==> src/rtl/mbi_pkg.sv <==
// Shared types and constants for the boot information parser.
// No dependencies; imported by multiboot_info_parser_top.
package mbi_pkg;

   localparam int WIDX_W = 30;

   localparam logic [31:0] MAGIC_MB1       = 32'h2BAD_B002;
   localparam logic [31:0] MAGIC_MB2       = 32'h36D7_6289;
   localparam logic [31:0] MB1_FB_FLAG     = 32'h0000_1000;
   localparam logic [31:0] MB2_MIN_TOTAL   = 32'd16;
   localparam logic [31:0] MB2_MIN_TAG     = 32'd8;
   localparam logic [31:0] MB2_MIN_FB_SIZE = 32'd32;
   localparam logic [31:0] MB2_TAG_END     = 32'd0;
   localparam logic [31:0] MB2_TAG_FB      = 32'd8;
   localparam logic [31:0] ALIGN_ROUND     = 32'd7;

   localparam logic [WIDX_W-1:0] MB1_FB_FIRST = WIDX_W'(22);
   localparam logic [WIDX_W-1:0] MB1_FB_LAST  = WIDX_W'(27);

   // word offsets within a tag
   localparam logic [WIDX_W-1:0] REL_TYPE    = WIDX_W'(0);
   localparam logic [WIDX_W-1:0] REL_SIZE    = WIDX_W'(1);
   localparam logic [WIDX_W-1:0] REL_FB_LO   = WIDX_W'(2);
   localparam logic [WIDX_W-1:0] REL_FB_LAST = WIDX_W'(7);

   localparam logic CMD_START = 1'b0;
   localparam logic CMD_DATA  = 1'b1;

   localparam logic [1:0] PROTO_NONE = 2'd0;
   localparam logic [1:0] PROTO_MB1  = 2'd1;
   localparam logic [1:0] PROTO_MB2  = 2'd2;

   // framebuffer field select
   localparam logic [2:0] FB_ADDR_LO = 3'd0;
   localparam logic [2:0] FB_ADDR_HI = 3'd1;
   localparam logic [2:0] FB_PITCH   = 3'd2;
   localparam logic [2:0] FB_WIDTH   = 3'd3;
   localparam logic [2:0] FB_HEIGHT  = 3'd4;
   localparam logic [2:0] FB_BPP     = 3'd5;

   typedef enum logic [4:0] {
      PH_IDLE    = 5'b00001,
      PH_MB1     = 5'b00010,
      PH_MB2_HDR = 5'b00100,
      PH_MB2_TAG = 5'b01000,
      PH_MB2_END = 5'b10000
   } phase_type;

   typedef struct packed {
      logic        valid_res;
      logic [1:0]  protocol;
      logic [31:0] flags;
      logic        fb_present;
      logic [63:0] fb_address;
      logic [31:0] fb_pitch;
      logic [31:0] fb_width;
      logic [31:0] fb_height;
      logic [7:0]  fb_bpp;
      logic [7:0]  fb_kind;
      logic [28:0] tag_count;
      logic [31:0] fb_tag_address;
   } res_type;

endpackage

==> src/rtl/multiboot_info_parser_top.sv <==
// Boot information parser, multiboot1 and multiboot2, one word per cycle unless stalled.
// Depends on mbi_pkg.
//
// Usage:
//   req channel: a start word (command 0) carries the boot magic and the
//   info base address; data words (command 1) then stream the info
//   structure as 32-bit little-endian words from offset 0 upward.
//   rsp channel: one summary per completed parse, issued on the input word at
//   which the parse ends (start word for bad magic or missing base).
// Output: the summary is registered into the result queue as the word
//   that ends the parse is accepted.
// Throughput: one input word per cycle while req_stall is low; each word
//   is parsed by one pass of logic between the parse state registers and
//   a two-entry result queue.
// Stall: the req side keeps accepting while one summary waits in the
//   queue; req_stall rises only when both queue entries are held.
// Reset: parser returns to idle, queue empties; data words while idle
//   are dropped.
module multiboot_info_parser_top
   import mbi_pkg::*;
(
   input  logic        clock,
   input  logic        reset,
   input  logic        req_valid,
   output logic        req_stall,
   input  logic        req_command,
   input  logic [31:0] req_word,
   input  logic [31:0] req_base_address,
   output logic        rsp_valid,
   input  logic        rsp_stall,
   output logic        rsp_valid_res,
   output logic [1:0]  rsp_protocol,
   output logic [31:0] rsp_flags,
   output logic        rsp_fb_present,
   output logic [63:0] rsp_fb_address,
   output logic [31:0] rsp_fb_pitch,
   output logic [31:0] rsp_fb_width,
   output logic [31:0] rsp_fb_height,
   output logic [7:0]  rsp_fb_bpp,
   output logic [7:0]  rsp_fb_kind,
   output logic [28:0] rsp_tag_count,
   output logic [31:0] rsp_fb_tag_address
);

   // parse state
   phase_type         phase_ff, phase_in;
   logic [WIDX_W-1:0] widx_ff, widx_in;
   logic [WIDX_W-1:0] tag_start_ff, tag_start_in;
   logic [WIDX_W:0]   tag_end_ff, tag_end_in;
   logic [WIDX_W-1:0] rel_ff, rel_in;
   logic [31:0]       total_ff, total_in;
   logic              tag_is_fb_ff, tag_is_fb_in;
   logic              walk_done_ff, walk_done_in;
   logic [31:0]       base_ff, base_in;
   logic [1:0]        proto_ff, proto_in;
   logic [31:0]       flags_ff, flags_in;
   logic              fb_present_ff, fb_present_in;
   logic [28:0]       tag_count_ff, tag_count_in;
   logic [31:0]       fb_tag_addr_ff, fb_tag_addr_in;

   // framebuffer fields
   logic [31:0] fb_addr_lo_ff, fb_addr_lo_in;
   logic [31:0] fb_addr_hi_ff, fb_addr_hi_in;
   logic [31:0] fb_pitch_ff, fb_pitch_in;
   logic [31:0] fb_width_ff, fb_width_in;
   logic [31:0] fb_height_ff, fb_height_in;
   logic [7:0]  fb_bpp_ff, fb_bpp_in;
   logic [7:0]  fb_kind_ff, fb_kind_in;

   // result queue
   res_type    res_q_ff [2];
   logic       wr_ptr_ff, rd_ptr_ff;
   logic [1:0] cnt_ff;

   logic              req_accept, rsp_pop;
   logic              emit, emit_ok;
   logic              cap_en;
   logic [2:0]        cap_k;
   logic              at_bound;
   logic [WIDX_W-1:0] ts_eff, rel_eff;
   logic [31:0]       size_round;
   logic [WIDX_W-1:0] size_words;
   logic [WIDX_W:0]   tag_end_calc;
   logic              walk_done_calc;
   res_type           res_word;

   assign req_stall  = (cnt_ff == 2'd2);
   assign req_accept = req_valid && !req_stall;
   assign rsp_valid  = (cnt_ff != 2'd0);
   assign rsp_pop    = rsp_valid && !rsp_stall;

   // tag walk helpers
   assign at_bound     = ({1'b0, widx_ff} == tag_end_ff);
   assign ts_eff       = at_bound ? widx_ff : tag_start_ff;
   assign rel_eff      = at_bound ? '0 : rel_ff;
   assign size_round   = req_word + ALIGN_ROUND;
   assign size_words   = {size_round[31:3], 1'b0};
   assign tag_end_calc = {1'b0, tag_start_ff} + {1'b0, size_words};
   assign walk_done_calc = ({1'b0, tag_end_calc, 2'b00} + 34'd8) > {2'b00, total_ff};

   always_comb begin
      phase_in       = phase_ff;
      widx_in        = widx_ff;
      tag_start_in   = tag_start_ff;
      tag_end_in     = tag_end_ff;
      rel_in         = rel_ff;
      total_in       = total_ff;
      tag_is_fb_in   = tag_is_fb_ff;
      walk_done_in   = walk_done_ff;
      base_in        = base_ff;
      proto_in       = proto_ff;
      flags_in       = flags_ff;
      fb_present_in  = fb_present_ff;
      tag_count_in   = tag_count_ff;
      fb_tag_addr_in = fb_tag_addr_ff;
      emit           = 1'b0;
      emit_ok        = 1'b0;
      cap_en         = 1'b0;
      cap_k          = FB_ADDR_LO;

      if (req_accept) begin
         if (req_command == CMD_START) begin
            widx_in        = '0;
            tag_start_in   = '0;
            tag_end_in     = '0;
            rel_in         = '0;
            total_in       = '0;
            tag_is_fb_in   = 1'b0;
            walk_done_in   = 1'b0;
            flags_in       = '0;
            fb_present_in  = 1'b0;
            tag_count_in   = '0;
            fb_tag_addr_in = '0;
            base_in        = req_base_address;
            if (req_word == MAGIC_MB1) begin
               proto_in = PROTO_MB1;
            end else if (req_word == MAGIC_MB2) begin
               proto_in = PROTO_MB2;
            end else begin
               proto_in = PROTO_NONE;
            end
            if (req_base_address == '0 || proto_in == PROTO_NONE) begin
               emit = 1'b1;
            end else if (proto_in == PROTO_MB1) begin
               phase_in = PH_MB1;
            end else begin
               phase_in = PH_MB2_HDR;
            end
         end else begin
            if (phase_ff != PH_IDLE) begin
               widx_in = widx_ff + WIDX_W'(1);
            end
            unique case (phase_ff)
               PH_IDLE: begin
               end
               PH_MB1: begin
                  if (widx_ff == '0) begin
                     flags_in = req_word;
                     if ((req_word & MB1_FB_FLAG) == '0) begin
                        emit    = 1'b1;
                        emit_ok = 1'b1;
                     end
                  end else if (widx_ff >= MB1_FB_FIRST && widx_ff <= MB1_FB_LAST) begin
                     cap_en = 1'b1;
                     cap_k  = 3'(widx_ff - MB1_FB_FIRST);
                     if (widx_ff == MB1_FB_LAST) begin
                        fb_present_in = 1'b1;
                        emit          = 1'b1;
                        emit_ok       = 1'b1;
                     end
                  end
               end
               PH_MB2_HDR: begin
                  if (widx_ff == '0) begin
                     total_in = req_word;
                     if (req_word < MB2_MIN_TOTAL) begin
                        emit = 1'b1;
                     end
                  end else begin
                     tag_start_in = WIDX_W'(2);
                     tag_end_in   = (WIDX_W + 1)'(2);
                     rel_in       = '0;
                     phase_in     = PH_MB2_TAG;
                  end
               end
               PH_MB2_TAG, PH_MB2_END: begin
                  tag_start_in = ts_eff;
                  rel_in       = rel_eff + WIDX_W'(1);
                  if (rel_eff == REL_TYPE) begin
                     phase_in     = (req_word == MB2_TAG_END) ? PH_MB2_END : PH_MB2_TAG;
                     tag_is_fb_in = (req_word == MB2_TAG_FB);
                  end else if (rel_eff == REL_SIZE) begin
                     if (req_word < MB2_MIN_TAG) begin
                        emit = 1'b1;
                     end else begin
                        tag_count_in = tag_count_ff + 29'd1;
                        if (phase_ff == PH_MB2_END) begin
                           emit    = 1'b1;
                           emit_ok = 1'b1;
                        end else begin
                           tag_end_in   = tag_end_calc;
                           walk_done_in = walk_done_calc;
                           tag_is_fb_in = tag_is_fb_ff && (req_word >= MB2_MIN_FB_SIZE);
                           if (tag_is_fb_in) begin
                              fb_tag_addr_in = base_ff + {tag_start_ff, 2'b00};
                           end else if (walk_done_calc) begin
                              emit    = 1'b1;
                              emit_ok = 1'b1;
                           end
                        end
                     end
                  end else if (tag_is_fb_ff && rel_eff >= REL_FB_LO
                               && rel_eff <= REL_FB_LAST) begin
                     cap_en = 1'b1;
                     cap_k  = 3'(rel_eff - REL_FB_LO);
                     if (rel_eff == REL_FB_LAST) begin
                        fb_present_in = 1'b1;
                        tag_is_fb_in  = 1'b0;
                        if (walk_done_ff) begin
                           emit    = 1'b1;
                           emit_ok = 1'b1;
                        end
                     end
                  end
               end
               default: begin
               end
            endcase
         end
         if (emit) begin
            phase_in = PH_IDLE;
         end
      end
   end

   always_comb begin
      fb_addr_lo_in = fb_addr_lo_ff;
      fb_addr_hi_in = fb_addr_hi_ff;
      fb_pitch_in   = fb_pitch_ff;
      fb_width_in   = fb_width_ff;
      fb_height_in  = fb_height_ff;
      fb_bpp_in     = fb_bpp_ff;
      fb_kind_in    = fb_kind_ff;
      if (cap_en) begin
         unique case (cap_k)
            FB_ADDR_LO: fb_addr_lo_in = req_word;
            FB_ADDR_HI: fb_addr_hi_in = req_word;
            FB_PITCH:   fb_pitch_in   = req_word;
            FB_WIDTH:   fb_width_in   = req_word;
            FB_HEIGHT:  fb_height_in  = req_word;
            FB_BPP: begin
               fb_bpp_in  = req_word[7:0];
               fb_kind_in = req_word[15:8];
            end
            default: begin
            end
         endcase
      end
   end

   always_comb begin
      res_word.valid_res      = emit_ok;
      res_word.protocol       = proto_in;
      res_word.flags          = flags_in;
      res_word.fb_present     = fb_present_in;
      res_word.fb_address     = fb_present_in ? {fb_addr_hi_in, fb_addr_lo_in} : '0;
      res_word.fb_pitch       = fb_present_in ? fb_pitch_in : '0;
      res_word.fb_width       = fb_present_in ? fb_width_in : '0;
      res_word.fb_height      = fb_present_in ? fb_height_in : '0;
      res_word.fb_bpp         = fb_present_in ? fb_bpp_in : '0;
      res_word.fb_kind        = fb_present_in ? fb_kind_in : '0;
      res_word.tag_count      = tag_count_in;
      res_word.fb_tag_address = fb_tag_addr_in;
   end

   always_ff @(posedge clock) begin
      if (reset) begin
         phase_ff       <= PH_IDLE;
         widx_ff        <= '0;
         tag_start_ff   <= '0;
         tag_end_ff     <= '0;
         rel_ff         <= '0;
         total_ff       <= '0;
         tag_is_fb_ff   <= 1'b0;
         walk_done_ff   <= 1'b0;
         base_ff        <= '0;
         proto_ff       <= PROTO_NONE;
         flags_ff       <= '0;
         fb_present_ff  <= 1'b0;
         tag_count_ff   <= '0;
         fb_tag_addr_ff <= '0;
         wr_ptr_ff      <= 1'b0;
         rd_ptr_ff      <= 1'b0;
         cnt_ff         <= 2'd0;
      end else begin
         phase_ff       <= phase_in;
         widx_ff        <= widx_in;
         tag_start_ff   <= tag_start_in;
         tag_end_ff     <= tag_end_in;
         rel_ff         <= rel_in;
         total_ff       <= total_in;
         tag_is_fb_ff   <= tag_is_fb_in;
         walk_done_ff   <= walk_done_in;
         base_ff        <= base_in;
         proto_ff       <= proto_in;
         flags_ff       <= flags_in;
         fb_present_ff  <= fb_present_in;
         tag_count_ff   <= tag_count_in;
         fb_tag_addr_ff <= fb_tag_addr_in;
         if (emit) begin
            wr_ptr_ff <= ~wr_ptr_ff;
         end
         if (rsp_pop) begin
            rd_ptr_ff <= ~rd_ptr_ff;
         end
         cnt_ff <= cnt_ff + {1'b0, emit} - {1'b0, rsp_pop};
      end
   end

   always_ff @(posedge clock) begin
      fb_addr_lo_ff <= fb_addr_lo_in;
      fb_addr_hi_ff <= fb_addr_hi_in;
      fb_pitch_ff   <= fb_pitch_in;
      fb_width_ff   <= fb_width_in;
      fb_height_ff  <= fb_height_in;
      fb_bpp_ff     <= fb_bpp_in;
      fb_kind_ff    <= fb_kind_in;
      if (emit) begin
         res_q_ff[wr_ptr_ff] <= res_word;
      end
   end

   assign rsp_valid_res      = res_q_ff[rd_ptr_ff].valid_res;
   assign rsp_protocol       = res_q_ff[rd_ptr_ff].protocol;
   assign rsp_flags          = res_q_ff[rd_ptr_ff].flags;
   assign rsp_fb_present     = res_q_ff[rd_ptr_ff].fb_present;
   assign rsp_fb_address     = res_q_ff[rd_ptr_ff].fb_address;
   assign rsp_fb_pitch       = res_q_ff[rd_ptr_ff].fb_pitch;
   assign rsp_fb_width       = res_q_ff[rd_ptr_ff].fb_width;
   assign rsp_fb_height      = res_q_ff[rd_ptr_ff].fb_height;
   assign rsp_fb_bpp         = res_q_ff[rd_ptr_ff].fb_bpp;
   assign rsp_fb_kind        = res_q_ff[rd_ptr_ff].fb_kind;
   assign rsp_tag_count      = res_q_ff[rd_ptr_ff].tag_count;
   assign rsp_fb_tag_address = res_q_ff[rd_ptr_ff].fb_tag_address;

   // checks
   a_queue_bound: assert property (@(posedge clock) disable iff (reset)
      cnt_ff != 2'd3)
      else $error("result queue overflow");

   a_bad_base_result: assert property (@(posedge clock) disable iff (reset)
      req_accept && req_command == CMD_START && req_base_address == '0 |=> rsp_valid)
      else $error("missing base gave no summary");

   a_fb_zeroed: assert property (@(posedge clock) disable iff (reset)
      rsp_valid && !rsp_fb_present |-> rsp_fb_address == '0 && rsp_fb_pitch == '0)
      else $error("framebuffer fields leaked without capture");

   a_mb2_only_tags: assert property (@(posedge clock) disable iff (reset)
      rsp_valid && rsp_protocol != PROTO_MB2 |-> rsp_tag_count == '0
      && rsp_fb_tag_address == '0)
      else $error("tag fields set outside multiboot2");

endmodule

==> config.mk <==
export PLATFORM = sky130hd
export DESIGN_NAME = multiboot_info_parser_top
export DESIGN_NICKNAME = d
export VERILOG_FILES = /design/src/rtl/mbi_pkg.sv /design/src/rtl/multiboot_info_parser_top.sv
export SDC_FILE = /design/constraint.sdc
export NUM_CORES = 2
export LEC_CHECK = 0
export BUFFER_PORTS_ARGS = -buffer_cell sky130_fd_sc_hd__buf_2
export CORE_ASPECT_RATIO = 1.25
export CORE_UTILIZATION = 40
export CTS_CLUSTER_DIAMETER = 60
export CTS_CLUSTER_SIZE = 40
export DETAILED_ROUTE_END_ITERATION = 12
export MAX_ROUTING_LAYER = met4
export SETUP_SLACK_MARGIN = 0.5
export SYNTH_ARGS = -nofsm -noshare
export SYNTH_HDL_FRONTEND = slang
export SYNTH_SLANG_ARGS = --single-unit
==> constraint.sdc <==
create_clock -name clock -period 20.2 [get_ports clock]
set_input_delay 1.01 -clock clock [delete_from_list [all_inputs] [get_ports clock]]
set_output_delay 1.01 -clock clock [all_outputs]
set_load 0.01 [all_outputs]
After elaboration in Yosys (flattened, before gate mapping)
Memories as Yosys holds them, arrays and structs flattened. A register that Yosys moved wholly into a read port is not among the register bits.
Cells that the tools add are included.
{ "totals": {"regBits": 468, "ramBits": 546, "in_bits": 69, "out_inout_bits": 275, "wordCells": 258, "memories": 1} }
{ "op_classes": {"add_sub_neg": 11, "magnitude_cmp": 8, "eq_ne": 42, "n_mux": 142, "bitwise_logic": 3, "n_reduce_logical": 27} }
{ "memory_table": {"columns": ["name", "words", "word_bits", "rd", "rd_ports_with_merged_regs", "wr", "line", "text"], "rows": [
  ["res_q_ff", 2, 273, 1, 1, 1, "multiboot_info_parser_top.sv:71", "res_type res_q_ff [2];"]
]} }
{ "op_table": {"columns": ["cell", "n"], "rows": [
  ["2-to-1 mux 32 bit", 28],
  ["2-to-1 mux 30 bit", 8],
  ["2-to-1 mux 31 bit", 6],
  ["2-to-1 mux 29 bit", 6],
  ["case mux 30 bit (2 select lines)", 2],
  ["logical NOT 32 bit", 3],
  ["== test 32 x 30 -> 1 bit (second input constant)", 2],
  ["2-to-1 mux 64 bit", 1],
  ["case mux 31 bit (2 select lines)", 1],
  ["adder 30 x 1 -> 30 bit (second input constant)", 2],
  ["logical NOT 30 bit", 2],
  ["2-to-1 mux 1 bit", 58],
  ["2-to-1 mux 8 bit", 6],
  ["adder 33 x 4 -> 34 bit (second input constant)", 1],
  ["> comparator 34 x 32 -> 1 bit", 1],
  ["adder 32 x 3 -> 32 bit (second input constant)", 1],
  ["adder 32 bit", 1],
  ["== test 32 x 4 -> 1 bit (second input constant)", 1],
  ["greater-or-equal comparator 32 x 6 -> 1 bit (second input constant)", 1],
  ["less-than comparator 32 x 4 -> 1 bit (second input constant)", 1],
  ["less-than comparator 32 x 5 -> 1 bit (second input constant)", 1],
  ["adder 30 x 30 -> 31 bit", 1],
  ["== test 30 x 31 -> 1 bit", 1],
  ["== test 30 x 1 -> 1 bit (second input constant)", 1],
  ["other kinds (49)", 97]
]} }

Logic depth before layout (Yosys ltp)
{ "depth": {"word_depth": 16, "ltp_mapped": 37} }

Least setup slack after synthesis
No wires, ideal clock.
{ "synth_timing": {"path_type": "input to register", "from": "input req_word[0]", "to": "memory res_q_ff[0][0] (netlist name) (enable)", "setup_time_ps": 911, "arrival_time_ps": 17350, "required_time_ps": 19289, "path_slack_ps": 1939, "stages": 28, "path_cell_list": "clkbuf_1 -> nor3_1 -> nand2b_1 -> nor2_1 -> and3_1 -> nand4_1 -> nor2_1 -> nand4_1 -> xnor2_1 -> ha_1 -> nand3_1 -> or4_1 -> a2bb2oi_1 -> o21a_1 -> a21oi_4 -> xor2_1 -> nand4b_1 -> nor3_1 -> xnor2_1 -> ha_1 -> a211oi_1 -> o211ai_1 -> a21o_1 -> a41oi_1 -> o31ai_1 -> nand2b_1 -> nand2_1 -> nor2_1"} }
{ "synth_via": {"elab_chain_len": 16} }
{ "synth_lines": {"columns": ["item", "line", "text"], "rows": [
  ["from (decl)", "multiboot_info_parser_top.sv:27", "input logic [31:0] req_word,"],
  ["adder 32 x 3 -> 32 bit", "multiboot_info_parser_top.sv:96", "assign size_round = req_word + ALIGN_ROUND;"],
  ["adder 30 x 30 -> 31 bit", "multiboot_info_parser_top.sv:98", "assign tag_end_calc = {1'b0, tag_start_ff} + {1'b0, size_words};"],
  ["adder 33 x 4 -> 34 bit", "multiboot_info_parser_top.sv:99", "assign walk_done_calc = ({1'b0, tag_end_calc, 2'b00} + 34'd8) > {2'b00, total_ff};"],
  ["> comparator 34 x 32 -> 1 bit", "multiboot_info_parser_top.sv:99", null],
  ["2-to-1 mux 1 bit", "multiboot_info_parser_top.sv:206", "end else if (walk_done_calc) begin"],
  ["2-to-1 mux 1 bit", "multiboot_info_parser_top.sv:204", "if (tag_is_fb_in) begin"],
  ["2-to-1 mux 1 bit", "multiboot_info_parser_top.sv:197", "if (phase_ff == PH_MB2_END) begin"],
  ["2-to-1 mux 1 bit", "multiboot_info_parser_top.sv:193", "if (req_word < MB2_MIN_TAG) begin"],
  ["2-to-1 mux 1 bit", "multiboot_info_parser_top.sv:192", "end else if (rel_eff == REL_SIZE) begin"],
  ["2-to-1 mux 1 bit", "multiboot_info_parser_top.sv:189", "if (rel_eff == REL_TYPE) begin"],
  ["case mux 1 bit (3 select lines)", "multiboot_info_parser_top.sv:153", "unique case (phase_ff)"],
  ["2-to-1 mux 1 bit *", "multiboot_info_parser_top.sv:122", "if (req_command == CMD_START) begin"],
  ["2-to-1 mux 1 bit * (2 in a row)", "multiboot_info_parser_top.sv:121", "if (req_accept) begin"],
  ["2-to-1 mux 1 bit *", "multiboot_info_parser_top.sv:328", "if (emit) begin"],
  ["2-to-1 mux 1 bit (not written as such) *", "multiboot_info_parser_top.sv:329", "res_q_ff[wr_ptr_ff] <= res_word;"],
  ["to (decl)", "multiboot_info_parser_top.sv:71", null]
]} }
Every way passes the cells marked *; elsewhere a longest branch is shown, timed or not. The select of a mux whose other input is x is not followed.

Final worst setup path
{ "layout_timing": {"from": "input req_word[1]", "to": "memory res_q_ff[0][105] (netlist name) (enable)"} }
Same word-level chain as after synthesis.

==> summary.md <==
| Metric | Value |
|---|---|
| Row count | `136` |
| Worst Hold Depth | `2` |
| Met2 Wirelength | `63.35 mm` |
| Final ANT Viol Nets | `0` |
| Top-area cell type share of the netlist area | `36.63%` |
| Die span in y | `376.0 um` |
| Die area | `113200 sq um` |
| Fraction of layout cells with a size suffix above 1 | `24.22%` |
| Worst R2R Setup Slack | `11.57 ns` |
| Critical path type | `in -> reg` |
| Final setup violating endpoints | `0` |
| # port buffers | `343` |
| CP max-delay cell | `buf_4` |
| H-tree Lvls | `3` |
| DP Wirelength | `85.34 mm` |
| Worst Hold End | `fb_height_ff[17]` |
| P_leak | `18.38 nW` |
| Initial core utilization | `40.53%` |
| Die width | `301.2 um` |
| Max-cap violations | `0` |
| Pre-antenna DRT Iters | `9` |
| R2r worst-path depth | `23` |
| Number of synthesized flops with an enable pin | `546` |
| Met3 wire len | `6.464 mm` |
| Min cycle time layout | `10.26 ns` |
| Buffers & Inverters on Critical Path | `4` |
| Slew HR | `16.98%` |
| Critical Path AT | `10.55 ns` |
| Dpl cells | `5419` |
| Commonest non-fill, non-tap cell in the layout | `edfxtp_1` |
| First-pass GRT wire length | `186.7 mm` |
| Post-synth top area cell | `edfxtp_1` |
| Max-slew violations | `0` |
| R2r endpoint | `res_q_ff[0][105]` |
| Max IR drop VDD | `97.63 uV` |
| Ys Warns | `0` |
| Clk sinks | `1015` |
| CP delay by family, top | `simple AND/OR/NAND/NOR gates` |
| Post-cts resize count | `0` |
| Uppermost layer routed | `met4` |
| CTS Buf Count | `69` |
| Worst Hold Launch | `fb_height_ff[17]` |
| Nets | `4214` |
| CP Data Required Time | `20.49 ns` |
| Metal-1 WL | `54.16 mm` |
| Commonest cells after routing, fill and taps aside | `546 x edfxtp_1, 468 x dfxtp_1, 438 x mux2_2` |
| Clock-pin slew of the registers on the worst-case setup and hold paths | `0.09 ns` |
| Total grt overflow | `0` |
| First DRT Iteration DRCs | `2144` |
| Cell Pwr Density | `92.58 nW/um^2` |
| Crit Path Max Fanout | `151` |
| Synthesized area | `44760 sq um` |
| Initial antenna violation count | `8` |
| IO Count | `344` |
| Largest net degree at the start of global routing | `162` |
| CP Launch Type | `input pin` |
| Clock Skew | `0.06229 ns` |
| RR Startpoint | `tag_start_ff[1]` |
| CTS tree | `done` |
| Tot GR Track Use | `22.58%` |
| DR WL/cell | `22.81 um` |
| Area contributors post-synth | `edfxtp_1 37%, dfxtp_1 21%, mux2_2 11%` |
| Clk Latency, worst-skew pair | `0.70 ns` |
| Critical Path End Type | `flip-flop` |
| Syn Inst Count | `3808` |
| Vias per inst | `5.436` |
| Seq cells post-synth | `1015` |
| Max incr delay on CP | `0.83 ns` |
| Worst-margin pin slew | `1.245 ns` |
| RSZ-0062 raised after global routing | `no` |
| Layout area overhead | `13.17%` |
| FMAX | `0.09746 GHz` |
| Fin Setup TNS | `0 ns` |
| Non-Filler Instances | `5555` |
| Vias in the first global route | `29450` |
| Mapped Nets | `3981` |
| Fin. Hold Viols | `0` |
| CTS Hold Buffers Added | `0` |
| Status | `finished with violations` |
| Fin crit share | `50.79%` |
| Mapped Avg Cell Area | `11.75 sq um` |
| CTS max path bufs | `3` |
| DRC violations left | `136` |
| Setup bufs post-CTS | `0` |
| Post-synthesis sequential area ratio | `57.61%` |
| Ys flop type | `edfxtp_1` |
| Synth async-reset ratio | `0%` |
| Final wirelength | `126.7 mm` |
| GPL Wtd Cong | `0.8925` |
| Hold crit path type | `reg -> reg` |
| CTS root buf | `clkbuf_16` |
| Via count | `30200` |
| Failing checks | `DRC` |
| Synth cell types | `88` |
| Core Region | `110400 sq um` |
power breakdown:
group	switching [mW]	internal [mW]
sequential	0.0350	2.19
combinational	0.464	0.338
clock	0.893	0.765
flip-flops by register name, summed over array words and instances, names as in the netlist, 2 cells and up, named ones only:
| name | flops |
|---|---|
| fb_addr_hi_ff | 32 |
| fb_width_ff | 32 |
| rel_ff | 30 |
| base_ff | 32 |
| tag_count_ff | 29 |
| flags_ff | 32 |
| fb_bpp_ff | 8 |
| fb_addr_lo_ff | 32 |
| fb_kind_ff | 8 |
| proto_ff | 2 |
| widx_ff | 30 |
| fb_height_ff | 32 |
| fb_tag_addr_ff | 32 |
| res_q_ff | 546 |
| tag_end_ff | 31 |
| cnt_ff | 2 |
| phase_ff | 5 |
| total_ff | 32 |
| fb_pitch_ff | 32 |
| tag_start_ff | 30 |
Yosys cell counts, types with 6 or more instances:
cell	count
edfxtp_1	546
dfxtp_1	469
mux2_2	438
nor2_1	323
nand2_1	254
clkbuf_1	200
and2_1	195
a22oi_1	138
o21ai_0	131
a21oi_1	126
xor2_1	104
ha_1	102
nor2b_1	82
xnor2_1	78
nand3_1	66
inv_1	65
nor3_1	49
nand4_1	44
nor4_1	36
a21o_1	34
and3_1	29
a22o_1	25
nand2b_1	23
buf_2	22
o21a_1	15
or3_1	15
a211oi_1	13
a31oi_1	13
and4_1	13
mux2_1	9
o211ai_1	9
or2_2	9
o21ai_1	8
a221o_1	7
a32oi_1	7
nand4b_1	7
o31ai_1	7
nand3b_1	6
nor3b_1	6
cell families (layout without fill, tap and decap cells):
family	count (synthesis)	in the layout	share of synthesized area, %
xor gates and xnor gates	183	183	3.623
adders and majority gates	104	104	2.941
DFF	1015	1015	57.61
and+or+nand+nor	1181	1181	13.30
buffers and inverters	290	578	2.496
other	0	10	0
muxes	449	449	11.29
AOI/OAI and AO/OA	586	586	8.742
layer usage:
layer	vias to the layer above	track usage, %
met2	733	38.16
met4	0	5.823
met1	15100	28.15
li1	14230	-
met3	135	3.309
met5	-	-
worst max path at each step:
stage,cells after the start,end,from
after global placement,31,res_q_ff[0][260],req_word[1]
after CTS,31,res_q_ff[0][135],req_word[1]
final,31,res_q_ff[0][105],req_word[1]
after global routing,31,res_q_ff[0][135],req_word[1]
after floorplan,28,res_q_ff[0][0],req_word[0]
after detailed placement,31,res_q_ff[0][260],req_word[1]
final cells by class:
class                   instances  area (sq um)
clock buffers                  77          1831
clock inverters                49         954.7
multi-input cells            2503         17900
inverters                      66         250.2
repair buffers                386          2083
flip-flops and latches       1015         25790
well taps                    1449          1813
fillers                     10150         59790
diodes                         10         25.02
through the flow:
| step | hold slack, ns | cell area [sq um] | worst slack, ns | util [%] | power (mW) |
|---|---|---|---|---|---|
| after CTS | 0.4690 | 50620 | 9.999 | 45.84 | 4.742 |
| after detailed placement | 0.4444 | 47840 | 9.337 | 43.32 | 3.087 |
| after global routing | 0.4861 | 50640 | 9.171 | 45.86 | 4.852 |
| after global placement | 0.4321 | 47840 | 9.534 | 43.32 | 3.089 |
| final | 0.4649 | 50650 | 9.940 | 45.86 | 4.689 |
| after floorplan | 0.4213 | 44760 | 1.939 | - | 2.755 |
worst register-to-register path: cells and delay by family, from the launching register on:
kind	cells	cell delay (ns)
AO/OA/AOI/OAI	4	0.87
AND/OR/NAND/NOR	11	2.67
adder cells (fa/ha/maj)	3	0.98
buffers and inverters	3	2.63
flip-flops	1	0.42
XOR/XNOR	2	0.59
No activity file was read; power rests on OpenSTA's default activity.
